### config.mk
export PLATFORM = sky130hd
export DESIGN_NAME = uart_baud_divisor_select_flat
export DESIGN_NICKNAME = d
export VERILOG_FILES = /design/src/sv/ubds_pkg.sv /design/src/sv/ubds_if.sv /design/src/sv/uart_baud_divisor_select.sv /design/src/flat_wrapper.sv
export SDC_FILE = /design/constraint.sdc
export NUM_CORES = 1
export LEC_CHECK = 0
export BUFFER_PORTS_ARGS = -buffer_cell sky130_fd_sc_hd__buf_2
export CAP_MARGIN = 20
export CORE_MARGIN = 5
export CORE_UTILIZATION = 54
export CTS_BUF_LIST = sky130_fd_sc_hd__clkbuf_2
export CTS_CLUSTER_SIZE = 25
export DETAILED_ROUTE_END_ITERATION = 7
export GPL_TIMING_DRIVEN = 1
export HOLD_SLACK_MARGIN = 0.05
export PLACE_DENSITY = 0.7
export SLEW_MARGIN = 20
export SYNTH_ARGS = -nofsm -noshare
export SYNTH_HDL_FRONTEND = slang
export SYNTH_SLANG_ARGS = --single-unit
### constraint.sdc
create_clock -name clock -period 7.25 [get_ports clock]
set_clock_uncertainty 0.2 [all_clocks]
set_input_delay 1.0875 -clock clock [delete_from_list [all_inputs] [get_ports clock]]
set_output_delay 1.0875 -clock clock [all_outputs]
set_load 0.005 [all_outputs]
### src/sv/ubds_pkg.sv
// ============================================================================
// ubds_pkg
// Shared types and fixed widths for the UART baud divisor selector.
// ============================================================================
package ubds_pkg;

   // Fixed field widths
   localparam int BAUD_BITS     = 20;
   localparam int CLOCK_BITS    = 32;
   localparam int ERROR_BITS    = 32;

   // Oversampling ratios as shift amounts: 16 for normal, 8 for double speed
   localparam int NORMAL_SHIFT  = 4;
   localparam int DOUBLE_SHIFT  = 3;

   // Divisor is baud times 16 at most
   localparam int DVSR_BITS     = BAUD_BITS + NORMAL_SHIFT;

   // One quotient bit per divider step
   localparam int STEP_BITS     = $clog2(CLOCK_BITS);
   localparam logic [STEP_BITS-1:0] STEP_LAST = STEP_BITS'(CLOCK_BITS - 1);

   // Sequencer states
   typedef enum logic [3:0] {
      ST_IDLE = 4'b0001,
      ST_DIV  = 4'b0010,
      ST_FIN  = 4'b0100,
      ST_SEL  = 4'b1000
   } state_type;

   // Outcome of one oversampling ratio
   typedef struct packed {
      logic                  usable;
      logic [DVSR_BITS-1:0]  err;
      logic [CLOCK_BITS-1:0] value;
   } cand_type;

endpackage

### src/sv/ubds_if.sv
// ============================================================================
// ubds_if
// Valid/ready channels for the baud divisor selector: request and response.
// ============================================================================
interface ubds_req_if
   import ubds_pkg::*;
   ();
   logic                  valid;
   logic                  ready;
   logic [BAUD_BITS-1:0]  baud_rate;
   logic [CLOCK_BITS-1:0] clock_frequency;

   modport source (output valid, output baud_rate, output clock_frequency, input ready);
   modport sink   (input valid, input baud_rate, input clock_frequency, output ready);
endinterface

interface ubds_rsp_if
   import ubds_pkg::*;
   #(parameter int DIVISOR_BITS = 12)
   ();
   logic                    valid;
   logic                    ready;
   logic [DIVISOR_BITS-1:0] divisor_value;
   logic                    double_speed;
   logic [ERROR_BITS-1:0]   rate_error;
   logic                    out_of_range;
   logic                    invalid_request;

   modport source (output valid, output divisor_value, output double_speed,
                   output rate_error, output out_of_range, output invalid_request,
                   input ready);
   modport sink   (input valid, input divisor_value, input double_speed,
                   input rate_error, input out_of_range, input invalid_request,
                   output ready);
endinterface

### src/sv/uart_baud_divisor_select.sv
// ============================================================================
// uart_baud_divisor_select
// Picks the UART divisor and oversampling mode (16 or 8) with the smaller
// rounding error for a requested baud rate and clock frequency.
// ============================================================================
//
//  channel   direction  payload
//  --------  ---------  -------------------------------------------------------
//  req_bus   in         baud_rate[19:0], clock_frequency[31:0]
//  rsp_bus   out        divisor_value, double_speed, rate_error[31:0],
//                       out_of_range, invalid_request
//
//  After a request is accepted, a restoring divider produces one quotient
//  bit per cycle, 32 steps for each ratio; each ratio is then rounded, and
//  a selection state picks the response.
//  req_bus.ready is high only while the sequencer is idle.
//  The response sits in an output register; a new request is accepted while
//  it waits, and only the final selection holds until the register is free.
//  Synchronous active-high reset clears the sequencer and the response valid.
//
module uart_baud_divisor_select
   import ubds_pkg::*;
   #(parameter int DIVISOR_BITS = 12)
   (
   input  logic       clock,
   input  logic       reset,
   ubds_req_if.sink   req_bus,
   ubds_rsp_if.source rsp_bus
   );

   localparam int DVSR_EXT = DVSR_BITS + 1;

   // Sequencer
   state_type             state_ff, state_in;
   logic [STEP_BITS-1:0]  step_ff, step_in;
   logic                  pass_ff, pass_in;

   // Operands and divider datapath
   logic [BAUD_BITS-1:0]  baud_ff, baud_in;
   logic [CLOCK_BITS-1:0] clock_ff, clock_in;
   logic [DVSR_BITS-1:0]  dvsr_ff, dvsr_in;
   logic [DVSR_BITS-1:0]  rem_ff, rem_in;
   logic [CLOCK_BITS-1:0] quo_ff, quo_in;

   // Candidates
   cand_type              norm_ff, norm_in;
   cand_type              dbl_ff, dbl_in;

   // Response register
   logic                    rsp_valid_ff, rsp_valid_in;
   logic [DIVISOR_BITS-1:0] div_ff, div_in;
   logic                    dspd_ff, dspd_in;
   logic [ERROR_BITS-1:0]   err_ff, err_in;
   logic                    oor_ff, oor_in;
   logic                    inv_ff, inv_in;

   // Shared divider step and rounding
   logic [DVSR_EXT-1:0]   rem_shift;
   logic [DVSR_EXT:0]     diff;
   logic                  ge;
   logic                  round_up;
   cand_type              cand;

   // Selection
   logic [DVSR_EXT-1:0]   key_norm;
   logic [DVSR_EXT-1:0]   key_dbl;
   logic                  pick_dbl;
   cand_type              chosen;
   logic                  sat;

   // One restoring division step
   always_comb begin
      rem_shift = {rem_ff, quo_ff[CLOCK_BITS-1]};
      diff      = {1'b0, rem_shift} - {2'b00, dvsr_ff};
      ge        = !diff[DVSR_EXT];
   end

   // Round the finished quotient and form the candidate
   always_comb begin
      round_up    = rem_ff > (dvsr_ff >> 1);
      cand.usable = (dvsr_ff != '0) && (quo_ff != '0);
      cand.err    = round_up ? (dvsr_ff - rem_ff) : rem_ff;
      cand.value  = round_up ? quo_ff : (quo_ff - CLOCK_BITS'(1));
   end

   // Compare the two candidates; unusable ones count as maximal error
   always_comb begin
      key_norm = norm_ff.usable ? {1'b0, norm_ff.err} : '1;
      key_dbl  = dbl_ff.usable ? {1'b0, dbl_ff.err} : '1;
      pick_dbl = key_norm > key_dbl;
      chosen   = pick_dbl ? dbl_ff : norm_ff;
      sat      = |chosen.value[CLOCK_BITS-1:DIVISOR_BITS];
   end

   // Next-state logic
   always_comb begin
      state_in     = state_ff;
      step_in      = step_ff;
      pass_in      = pass_ff;
      baud_in      = baud_ff;
      clock_in     = clock_ff;
      dvsr_in      = dvsr_ff;
      rem_in       = rem_ff;
      quo_in       = quo_ff;
      norm_in      = norm_ff;
      dbl_in       = dbl_ff;
      rsp_valid_in = rsp_valid_ff && !rsp_bus.ready;
      div_in       = div_ff;
      dspd_in      = dspd_ff;
      err_in       = err_ff;
      oor_in       = oor_ff;
      inv_in       = inv_ff;

      case (state_ff)
         ST_IDLE: begin
            // Load the request and start the normal-speed division
            if (req_bus.valid) begin
               baud_in  = req_bus.baud_rate;
               clock_in = req_bus.clock_frequency;
               dvsr_in  = DVSR_BITS'(req_bus.baud_rate) << NORMAL_SHIFT;
               rem_in   = '0;
               quo_in   = req_bus.clock_frequency;
               step_in  = '0;
               pass_in  = 1'b0;
               state_in = ST_DIV;
            end
         end
         ST_DIV: begin
            // Shift in one dividend bit, subtract when it fits
            rem_in  = ge ? diff[DVSR_BITS-1:0] : rem_shift[DVSR_BITS-1:0];
            quo_in  = {quo_ff[CLOCK_BITS-2:0], ge};
            step_in = step_ff + STEP_BITS'(1);
            if (step_ff == STEP_LAST) begin
               state_in = ST_FIN;
            end
         end
         ST_FIN: begin
            // Store the candidate; rerun the divider for double speed once
            if (!pass_ff) begin
               norm_in  = cand;
               dvsr_in  = DVSR_BITS'(baud_ff) << DOUBLE_SHIFT;
               rem_in   = '0;
               quo_in   = clock_ff;
               step_in  = '0;
               pass_in  = 1'b1;
               state_in = ST_DIV;
            end else begin
               dbl_in   = cand;
               state_in = ST_SEL;
            end
         end
         ST_SEL: begin
            // Hold until the response register is free, then load it
            if (!rsp_valid_ff || rsp_bus.ready) begin
               rsp_valid_in = 1'b1;
               if (!norm_ff.usable && !dbl_ff.usable) begin
                  div_in  = '0;
                  dspd_in = 1'b0;
                  err_in  = '1;
                  oor_in  = 1'b0;
                  inv_in  = 1'b1;
               end else begin
                  div_in  = sat ? '1 : chosen.value[DIVISOR_BITS-1:0];
                  dspd_in = pick_dbl;
                  err_in  = ERROR_BITS'(chosen.err);
                  oor_in  = sat;
                  inv_in  = 1'b0;
               end
               state_in = ST_IDLE;
            end
         end
         default: begin
            state_in = ST_IDLE;
         end
      endcase
   end

   // Control registers
   always_ff @(posedge clock) begin
      if (reset) begin
         state_ff     <= ST_IDLE;
         rsp_valid_ff <= 1'b0;
      end else begin
         state_ff     <= state_in;
         rsp_valid_ff <= rsp_valid_in;
      end
   end

   // Datapath registers
   always_ff @(posedge clock) begin
      step_ff  <= step_in;
      pass_ff  <= pass_in;
      baud_ff  <= baud_in;
      clock_ff <= clock_in;
      dvsr_ff  <= dvsr_in;
      rem_ff   <= rem_in;
      quo_ff   <= quo_in;
      norm_ff  <= norm_in;
      dbl_ff   <= dbl_in;
      div_ff   <= div_in;
      dspd_ff  <= dspd_in;
      err_ff   <= err_in;
      oor_ff   <= oor_in;
      inv_ff   <= inv_in;
   end

   // Drive the channels
   assign req_bus.ready           = (state_ff == ST_IDLE);
   assign rsp_bus.valid           = rsp_valid_ff;
   assign rsp_bus.divisor_value   = div_ff;
   assign rsp_bus.double_speed    = dspd_ff;
   assign rsp_bus.rate_error      = err_ff;
   assign rsp_bus.out_of_range    = oor_ff;
   assign rsp_bus.invalid_request = inv_ff;

endmodule

### src/flat_wrapper.sv
// flat-port wrapper written by rule: the top's interface ports become plain ports
module uart_baud_divisor_select_flat import ubds_pkg::*;
#(parameter int DIVISOR_BITS = 12)
  (clock, reset, req_bus_valid, req_bus_baud_rate, req_bus_clock_frequency, req_bus_ready, rsp_bus_valid, rsp_bus_divisor_value, rsp_bus_double_speed, rsp_bus_rate_error, rsp_bus_out_of_range, rsp_bus_invalid_request, rsp_bus_ready);
  ubds_req_if req_bus_i ();
  ubds_rsp_if #(.DIVISOR_BITS(DIVISOR_BITS)) rsp_bus_i ();
  input  logic clock;
  input  logic reset;
  input wire logic [$bits(req_bus_i.valid)-1:0] req_bus_valid;
  input wire logic [$bits(req_bus_i.baud_rate)-1:0] req_bus_baud_rate;
  input wire logic [$bits(req_bus_i.clock_frequency)-1:0] req_bus_clock_frequency;
  output wire logic [$bits(req_bus_i.ready)-1:0] req_bus_ready;
  output wire logic [$bits(rsp_bus_i.valid)-1:0] rsp_bus_valid;
  output wire logic [$bits(rsp_bus_i.divisor_value)-1:0] rsp_bus_divisor_value;
  output wire logic [$bits(rsp_bus_i.double_speed)-1:0] rsp_bus_double_speed;
  output wire logic [$bits(rsp_bus_i.rate_error)-1:0] rsp_bus_rate_error;
  output wire logic [$bits(rsp_bus_i.out_of_range)-1:0] rsp_bus_out_of_range;
  output wire logic [$bits(rsp_bus_i.invalid_request)-1:0] rsp_bus_invalid_request;
  input wire logic [$bits(rsp_bus_i.ready)-1:0] rsp_bus_ready;
  assign req_bus_i.valid = req_bus_valid;
  assign req_bus_i.baud_rate = req_bus_baud_rate;
  assign req_bus_i.clock_frequency = req_bus_clock_frequency;
  assign req_bus_ready = req_bus_i.ready;
  assign rsp_bus_valid = rsp_bus_i.valid;
  assign rsp_bus_divisor_value = rsp_bus_i.divisor_value;
  assign rsp_bus_double_speed = rsp_bus_i.double_speed;
  assign rsp_bus_rate_error = rsp_bus_i.rate_error;
  assign rsp_bus_out_of_range = rsp_bus_i.out_of_range;
  assign rsp_bus_invalid_request = rsp_bus_i.invalid_request;
  assign rsp_bus_i.ready = rsp_bus_ready;
  uart_baud_divisor_select #(.DIVISOR_BITS(DIVISOR_BITS)) u_core (.clock(clock), .reset(reset), .req_bus(req_bus_i), .rsp_bus(rsp_bus_i));
endmodule
==> results of run 1 <==
-- per-layer routing --
metal  vias to the layer above  routed length, um  GRT usage, %
met5                         -                  0             0
met4                         0                364          5.20
met2                       283              13200          29.8
met1                      4715              14900          29.2
met3                        32               1800          4.35
li1                       4950                  -             -
-- cells in the mapped netlist (3+ instances only) --
cell	count	area, um2
sky130_fd_sc_hd__edfxtp_1	288	8650
sky130_fd_sc_hd__nand2_1	161	604
sky130_fd_sc_hd__nor2_1	129	484
sky130_fd_sc_hd__inv_1	79	297
sky130_fd_sc_hd__ha_1	71	888
sky130_fd_sc_hd__o21ai_0	55	275
sky130_fd_sc_hd__a21oi_1	50	250
sky130_fd_sc_hd__xor2_1	44	385
sky130_fd_sc_hd__clkbuf_1	36	135
sky130_fd_sc_hd__nand2b_1	33	206
sky130_fd_sc_hd__a22oi_1	30	225
sky130_fd_sc_hd__a211o_1	25	219
sky130_fd_sc_hd__nor3_1	25	125
sky130_fd_sc_hd__nor4_1	22	138
sky130_fd_sc_hd__mux2i_1	16	160
sky130_fd_sc_hd__xnor2_1	15	131
sky130_fd_sc_hd__nor2b_1	13	81.3
sky130_fd_sc_hd__a21o_1	12	90.1
sky130_fd_sc_hd__nand3_1	11	55.1
sky130_fd_sc_hd__nand4_1	10	62.6
sky130_fd_sc_hd__and3_1	9	56.3
sky130_fd_sc_hd__buf_1	9	33.8
sky130_fd_sc_hd__o21a_1	9	67.6
sky130_fd_sc_hd__a211oi_1	8	60.1
sky130_fd_sc_hd__and2_1	8	50.1
sky130_fd_sc_hd__buf_4	8	60.1
sky130_fd_sc_hd__nand4b_1	8	70.1
sky130_fd_sc_hd__or3_1	8	50.1
sky130_fd_sc_hd__a31oi_1	7	43.8
sky130_fd_sc_hd__o31ai_1	7	52.6
sky130_fd_sc_hd__or2_2	6	37.5
sky130_fd_sc_hd__a221o_1	5	50.1
sky130_fd_sc_hd__dfxtp_1	5	100
sky130_fd_sc_hd__a41oi_1	4	35.0
sky130_fd_sc_hd__nand3b_1	4	30.0
sky130_fd_sc_hd__nor4b_1	3	26.3
sky130_fd_sc_hd__or3_4	3	33.8
-- sequential cells by signal (all words and copies together) (netlist names), 4 cells and up --
signal	count
u_core.dbl_ff	57
u_core.norm_ff	57
u_core.clock_ff	32
u_core.quo_ff	32
u_core.rsp_bus.rate_error	25
u_core.rem_ff	24
u_core.dvsr_ff	21
u_core.baud_ff	20
u_core.rsp_bus.divisor_value	12
u_core.step_ff	5
u_core.state_ff	4
-- path summary, 6_finish.rpt --
path	to	slack, ns	depth (start not counted)
min	u_core.baud_ff[19]	0.23	1
max reg2reg	u_core.rsp_bus.divisor_value[1]	2.90	13
max	u_core.rsp_bus.divisor_value[1]	2.90	13
min reg2reg	u_core.dvsr_ff[3]	0.29	1
-- through the flow --
| step | util, % | total power [mW] | worst slack [ns] |
|---|---|---|---|
| after floorplan | - | 3.22 | 0.627 |
| after global placement | 57.7 | 3.52 | 3.11 |
| after detailed placement | 57.7 | 3.55 | 2.89 |
| after CTS | 60.0 | 4.60 | 2.88 |
| after global routing | 60.1 | 4.87 | 2.40 |
| final | 60.1 | 4.57 | 2.90 |
-- cell families (layout without fill, tap and decap cells) --
| group | after synthesis | in the layout | synth area share [%] |
|---|---|---|---|
| adder cells (fa/ha/maj) | 72 | 72 | 6.19 |
| AND/OR/NAND/NOR | 467 | 467 | 15.4 |
| buffers and inverters | 133 | 319 | 3.66 |
| multiplexers | 18 | 18 | 1.25 |
| other | 0 | 1 | 0 |
| XOR/XNOR | 59 | 59 | 3.52 |
| AO/OA/AOI/OAI | 229 | 229 | 10.4 |
| flip-flops | 293 | 293 | 59.6 |
-- cell type report --
type | instances | area (um2) | share of cell area [%]
clock buffers | 111 | 556 | 3.44
flip-flops and latches | 293 | 8750 | 54.1
repair buffers | 116 | 623 | 3.86
multi-input cells | 845 | 5440 | 33.7
inverters | 79 | 299 | 1.85
well taps | 341 | 427 | 2.64
diodes | 1 | 2.50 | 0.0155
clock inverters | 13 | 62.6 | 0.387
-- power by group --
part           internal (mW)  switching (mW)
Sequential              2.17           0.144
Combinational          0.445           0.774
Clock                  0.402           0.639
Total                   3.01            1.56
==> flow_summary.toml, run 1 <==
[setup_path]
worst_setup_end_kind = "flip-flop"
critPathArrivalTime_ns = 4.66
crit_path_frequent_cell = "sky130_fd_sc_hd__o21ai_0"
critical-path-slowest-cell = "sky130_fd_sc_hd__mux2i_1"
rr_startpoint = "u_core.dbl_ff[56]"
worst-endpoint-required_ns = 7.56
critical_path_peak_fanout = 27
critical_path.cell_chain = "inv_1, nor2_1, ha_1, nor2b_1, o21a_1, o21ai_0, a21oi_1, o31ai_1, a211oi_1, o31ai_4, buf_4, mux2i_1, o21ai_0"
startpoint = "u_core.dbl_ff[56]"
crit_family = "compound AO/OA/AOI/OAI gates"
cp_slowest_stage_delay_ns = 0.71
worst_path_buf_inv = 2
setup.worst_path.class = "flip-flop to flip-flop"
crit_path_start_kind = "flip-flop"

[final_layout]
post_route_cells_drive_above_1_share_pct = 18.1
design_area_um2 = 16200
area.growth.synth_to_final_pct = 10.1
number_of_nets_in_the_layout = 1537
mostFrequentLayoutCells = "288 x sky130_fd_sc_hd__edfxtp_1, 161 x sky130_fd_sc_hd__nand2_1, 127 x sky130_fd_sc_hd__nor2_1"
fillers = 2262
most_common_cell_after_layout_fill_and_taps_aside = "sky130_fd_sc_hd__edfxtp_1"
instances_no_fill = 1799

[yosys]
synthesis.area_um2 = 14700
syn-mean-instance-area_um2 = 11.5
synth_edf_count = 288
synth-seq-area-share_pct = 59.6
ys.flop_type = "sky130_fd_sc_hd__edfxtp_1"
syn_nets = 1399
synth_async_sr_flop_share_pct = 0
synth_seq_cells = 293
ys_warn_count = 0
netlist_instances = 1271
ys_types = 63

[global_route]
number_of_antenna_violations_at_the_first_check_in_global_routing = 1
via_count_of_the_first_global_routing_pass = 9716
grt_pass1_wl_mm = 49.3
globalRoute.totalOverflow = 0
pin_count_of_the_biggest_net_entering_global_routing = 62
all_layer_gr_usage_pct = 19.7

[route]
routed_wl_mm = 30.2
detail-route-antenna-nets = 0
avgViaCountPerCell = 5.55
num_vias = 9980
detail_route.iter0.violations = 647
routedWlPerCell_um = 16.8
post-route-drc-count = 0
dr.pass1.iters = 5

[cts]
postCtsSetupBuffers = 0
cts.reportedPaths.clkPinSlew_ns = 0.11
htree_num_levels = 3
cts.root.buffer_cell = "sky130_fd_sc_hd__clkbuf_2"
worstSkewPairLatency_ns = 0.85
cts.path.max_buffers = 3
tritoncts.num_buffers = 74
cts-resized-gates = 0
cts-hold-fix-buffers = 0
clock_sinks = 293
tritoncts = "done"

[timing]
hold_slack_ns = 0.226
totalNegativeSetupSlack_ns = 0
final_hold_viol_count = 0
setup_violations = 0
period_minus_ws_final_ns = 4.35
rsz0062_at_grt = "no"
post-route-period-util_pct = 60.0
tightest_slew_margin_relative_to_the_limit_pct = 33.4
tightest_slew_ns = 0.996
timing_max_transition_violations_final = 0
max_freq_mhz = 230

[placed_design]
numPortBuffers = 104
routabilityCongestion = 0.877
post_detailed_placement_cell_area_um2 = 15500
place.detailed.hpwl_mm = 20.7
placedCellCount = 1673

[power]
peakVddDrop_mv = 0.203
power.density_cell_area_nw_per_um2 = 283
power.static_leakage_nw = 6.35

[die]
dieWidth_um = 175
floorplan.rows = 60
floorplan.core_area_um2 = 26900
chipHeight_um = 175
initial_utilization_pct = 54.6
dieArea_um2 = 30600
io-pin-count = 105

[min_path]
hp-start = "req_bus_baud_rate[19]"
worst_hold_check_path_type = "input port to flip-flop"

[run]
drv.max_cap_violation_count = 0

[status]
status = "finished, final reports clean"
(Power assumes the default switching activity.)
==> run 2, diff against run 1 <==
clock period = 4.4 ns   (was 7.25 ns; I/O delays follow)
==> run 2 against run 1 <==
Compared with the run above: via count is 3.1% higher; sequential power grew 65%; worst hold slack worse by 0.031 ns; utilization is 2.7 points higher; sequential share of layout area is 2.3 points lower; total power grew 69%; clock-buffer cell count fell by 5; combinational power increased by 68%; non-clock buffer count increased by 68; largest cell class unchanged.
==> flow_summary.toml, run 2 (same netlist as run 1, synthesis figures left out) <==
[timing]
period_minus_ws_final_ns = 3.81
tightest_slew_margin_relative_to_the_limit_pct = 33.1
rsz0062_at_grt = "no"
post-route-period-util_pct = 86.6
final_hold_viol_count = 0
setup_violations = 0
max_freq_mhz = 262
timing_max_transition_violations_final = 0
totalNegativeSetupSlack_ns = 0
tightest_slew_ns = 1.00

[setup_path]
ff2ff_path_depth = 12
crit_path_start_kind = "flip-flop"
critPathArrivalTime_ns = 4.18
startpoint = "u_core.norm_ff[56]"
worst-endpoint-required_ns = 4.77
critical-path-slowest-cell = "sky130_fd_sc_hd__edfxtp_1"
setup.worst_path.class = "flip-flop to flip-flop"
critical_path.cell_chain = "nand2b_1, ha_1, nor2b_1, o21a_1, o21ai_0, a21oi_1, o31ai_1, a211oi_1, o31ai_4, buf_4, nor2_1, a211o_1"
timing.reg2reg.setup_slack_ns = 0.59
critical_path_peak_fanout = 31
cp_slowest_stage_delay_ns = 0.79
rr_startpoint = "u_core.norm_ff[56]"
worst_setup_end_kind = "flip-flop"

[route]
post-route-drc-count = 0
routed_wl_mm = 31.0
avgViaCountPerCell = 5.49
detail_route.iter0.violations = 801
detail-route-antenna-nets = 0
routedWlPerCell_um = 16.6
dr.pass1.iters = 5
num_vias = 10300

[final_layout]
instances_no_fill = 1875
number_of_nets_in_the_layout = 1607
reg_top3 = "u_core.dbl_ff (57), u_core.norm_ff (57)"
final_core_utilization_pct = 62.8
area.growth.synth_to_final_pct = 15.1
mostFrequentLayoutCells = "288 x sky130_fd_sc_hd__edfxtp_1, 161 x sky130_fd_sc_hd__nand2_1, 127 x sky130_fd_sc_hd__nor2_1"
most_common_cell_after_layout_fill_and_taps_aside = "sky130_fd_sc_hd__edfxtp_1"
post_route_cells_drive_above_1_share_pct = 18.3

[cts]
cts.path.max_buffers = 3
tritoncts = "done"
tritoncts.num_buffers = 76
cts-hold-fix-buffers = 55
cts.reportedPaths.clkPinSlew_ns = 0.11
clock_sinks = 293
postCtsSetupBuffers = 0
cts-resized-gates = 0
cts.root.buffer_cell = "sky130_fd_sc_hd__clkbuf_2"
htree_num_levels = 3
worstSkewPairLatency_ns = 0.84

[global_route]
grt_pass1_wl_mm = 50.8
all_layer_gr_usage_pct = 20.3
number_of_antenna_violations_at_the_first_check_in_global_routing = 3
globalRoute.totalOverflow = 0
via_count_of_the_first_global_routing_pass = 9987
pin_count_of_the_biggest_net_entering_global_routing = 62

[die]
chipHeight_um = 175
initial_utilization_pct = 54.6
dieArea_um2 = 30600
io-pin-count = 105
floorplan.core_area_um2 = 26900
dieWidth_um = 175
floorplan.rows = 60

[power]
peakVddDrop_mv = 0.273
power.density_cell_area_nw_per_um2 = 457
power.static_leakage_nw = 6.68

[placed_design]
place.detailed.hpwl_mm = 20.9
routabilityCongestion = 0.859
placedCellCount = 1686
numPortBuffers = 104

[min_path]
hp-start = "rsp_bus_ready"
worst_hold_check_path_type = "input port to flip-flop"
worstHoldPathCells = 4

[status]
status = "finished, final reports clean"

[run]
drv.max_cap_violation_count = 0
## run 2: per-layer routing
| metal | GRT usage, % | vias up | part of all wire, % |
|---|---|---|---|
| li1 | - | 5102 | - |
| met1 | 29.9 | 4828 | 48 |
| met2 | 30.8 | 320 | 44 |
| met3 | 4.20 | 39 | 6.2 |
| met4 | 6.02 | 0 | 1.4 |
| met5 | 0 | - | 0 |
## run 2: critical path, delay by kind of cell (launching register included)
kind / cells / cell delay (ns)
flip-flops: 1 / 0.79
buffers and inverters: 1 / 0.39
AND/OR/NAND/NOR: 3 / 0.33
AO/OA/AOI/OAI: 7 / 1.50
adder cells (fa/ha/maj): 1 / 0.33
## run 2: area by class of cell
type | count | area (um2)
fillers | 2203 | 9990
multi-input cells | 845 | 5440
well taps | 341 | 427
clock buffers | 106 | 531
clock inverters | 24 | 164
inverters | 79 | 299
repair buffers | 184 | 1270
flip-flops and latches | 293 | 8750
diodes | 3 | 7.51
## run 2: report_power, final
part,internal [mW],total (mW),switching (mW)
Combinational,0.779,2.05,1.27
Sequential,3.57,3.81,0.239
Clock,0.772,1.85,1.08
## run 2: per-stage QoR
step                      setup WS [ns]  hold slack [ns]  cell area (um2)  total power [mW]
after floorplan                   0.530            0.284            14700              5.29
after global placement            0.702            0.292            15600              5.80
final                             0.590            0.195            16900              7.71
after CTS                         0.589            0.128            16900              7.76
after global routing              0.269            0.123            16900              8.22
after detailed placement          0.625            0.297            15600              5.85
## run 2: path summary, 6_finish.rpt
check,endpoint
max reg2reg,u_core.rsp_bus.rate_error[8]
min,u_core.state_ff[0]
max,u_core.rsp_bus.rate_error[8]
min reg2reg,u_core.dvsr_ff[21]
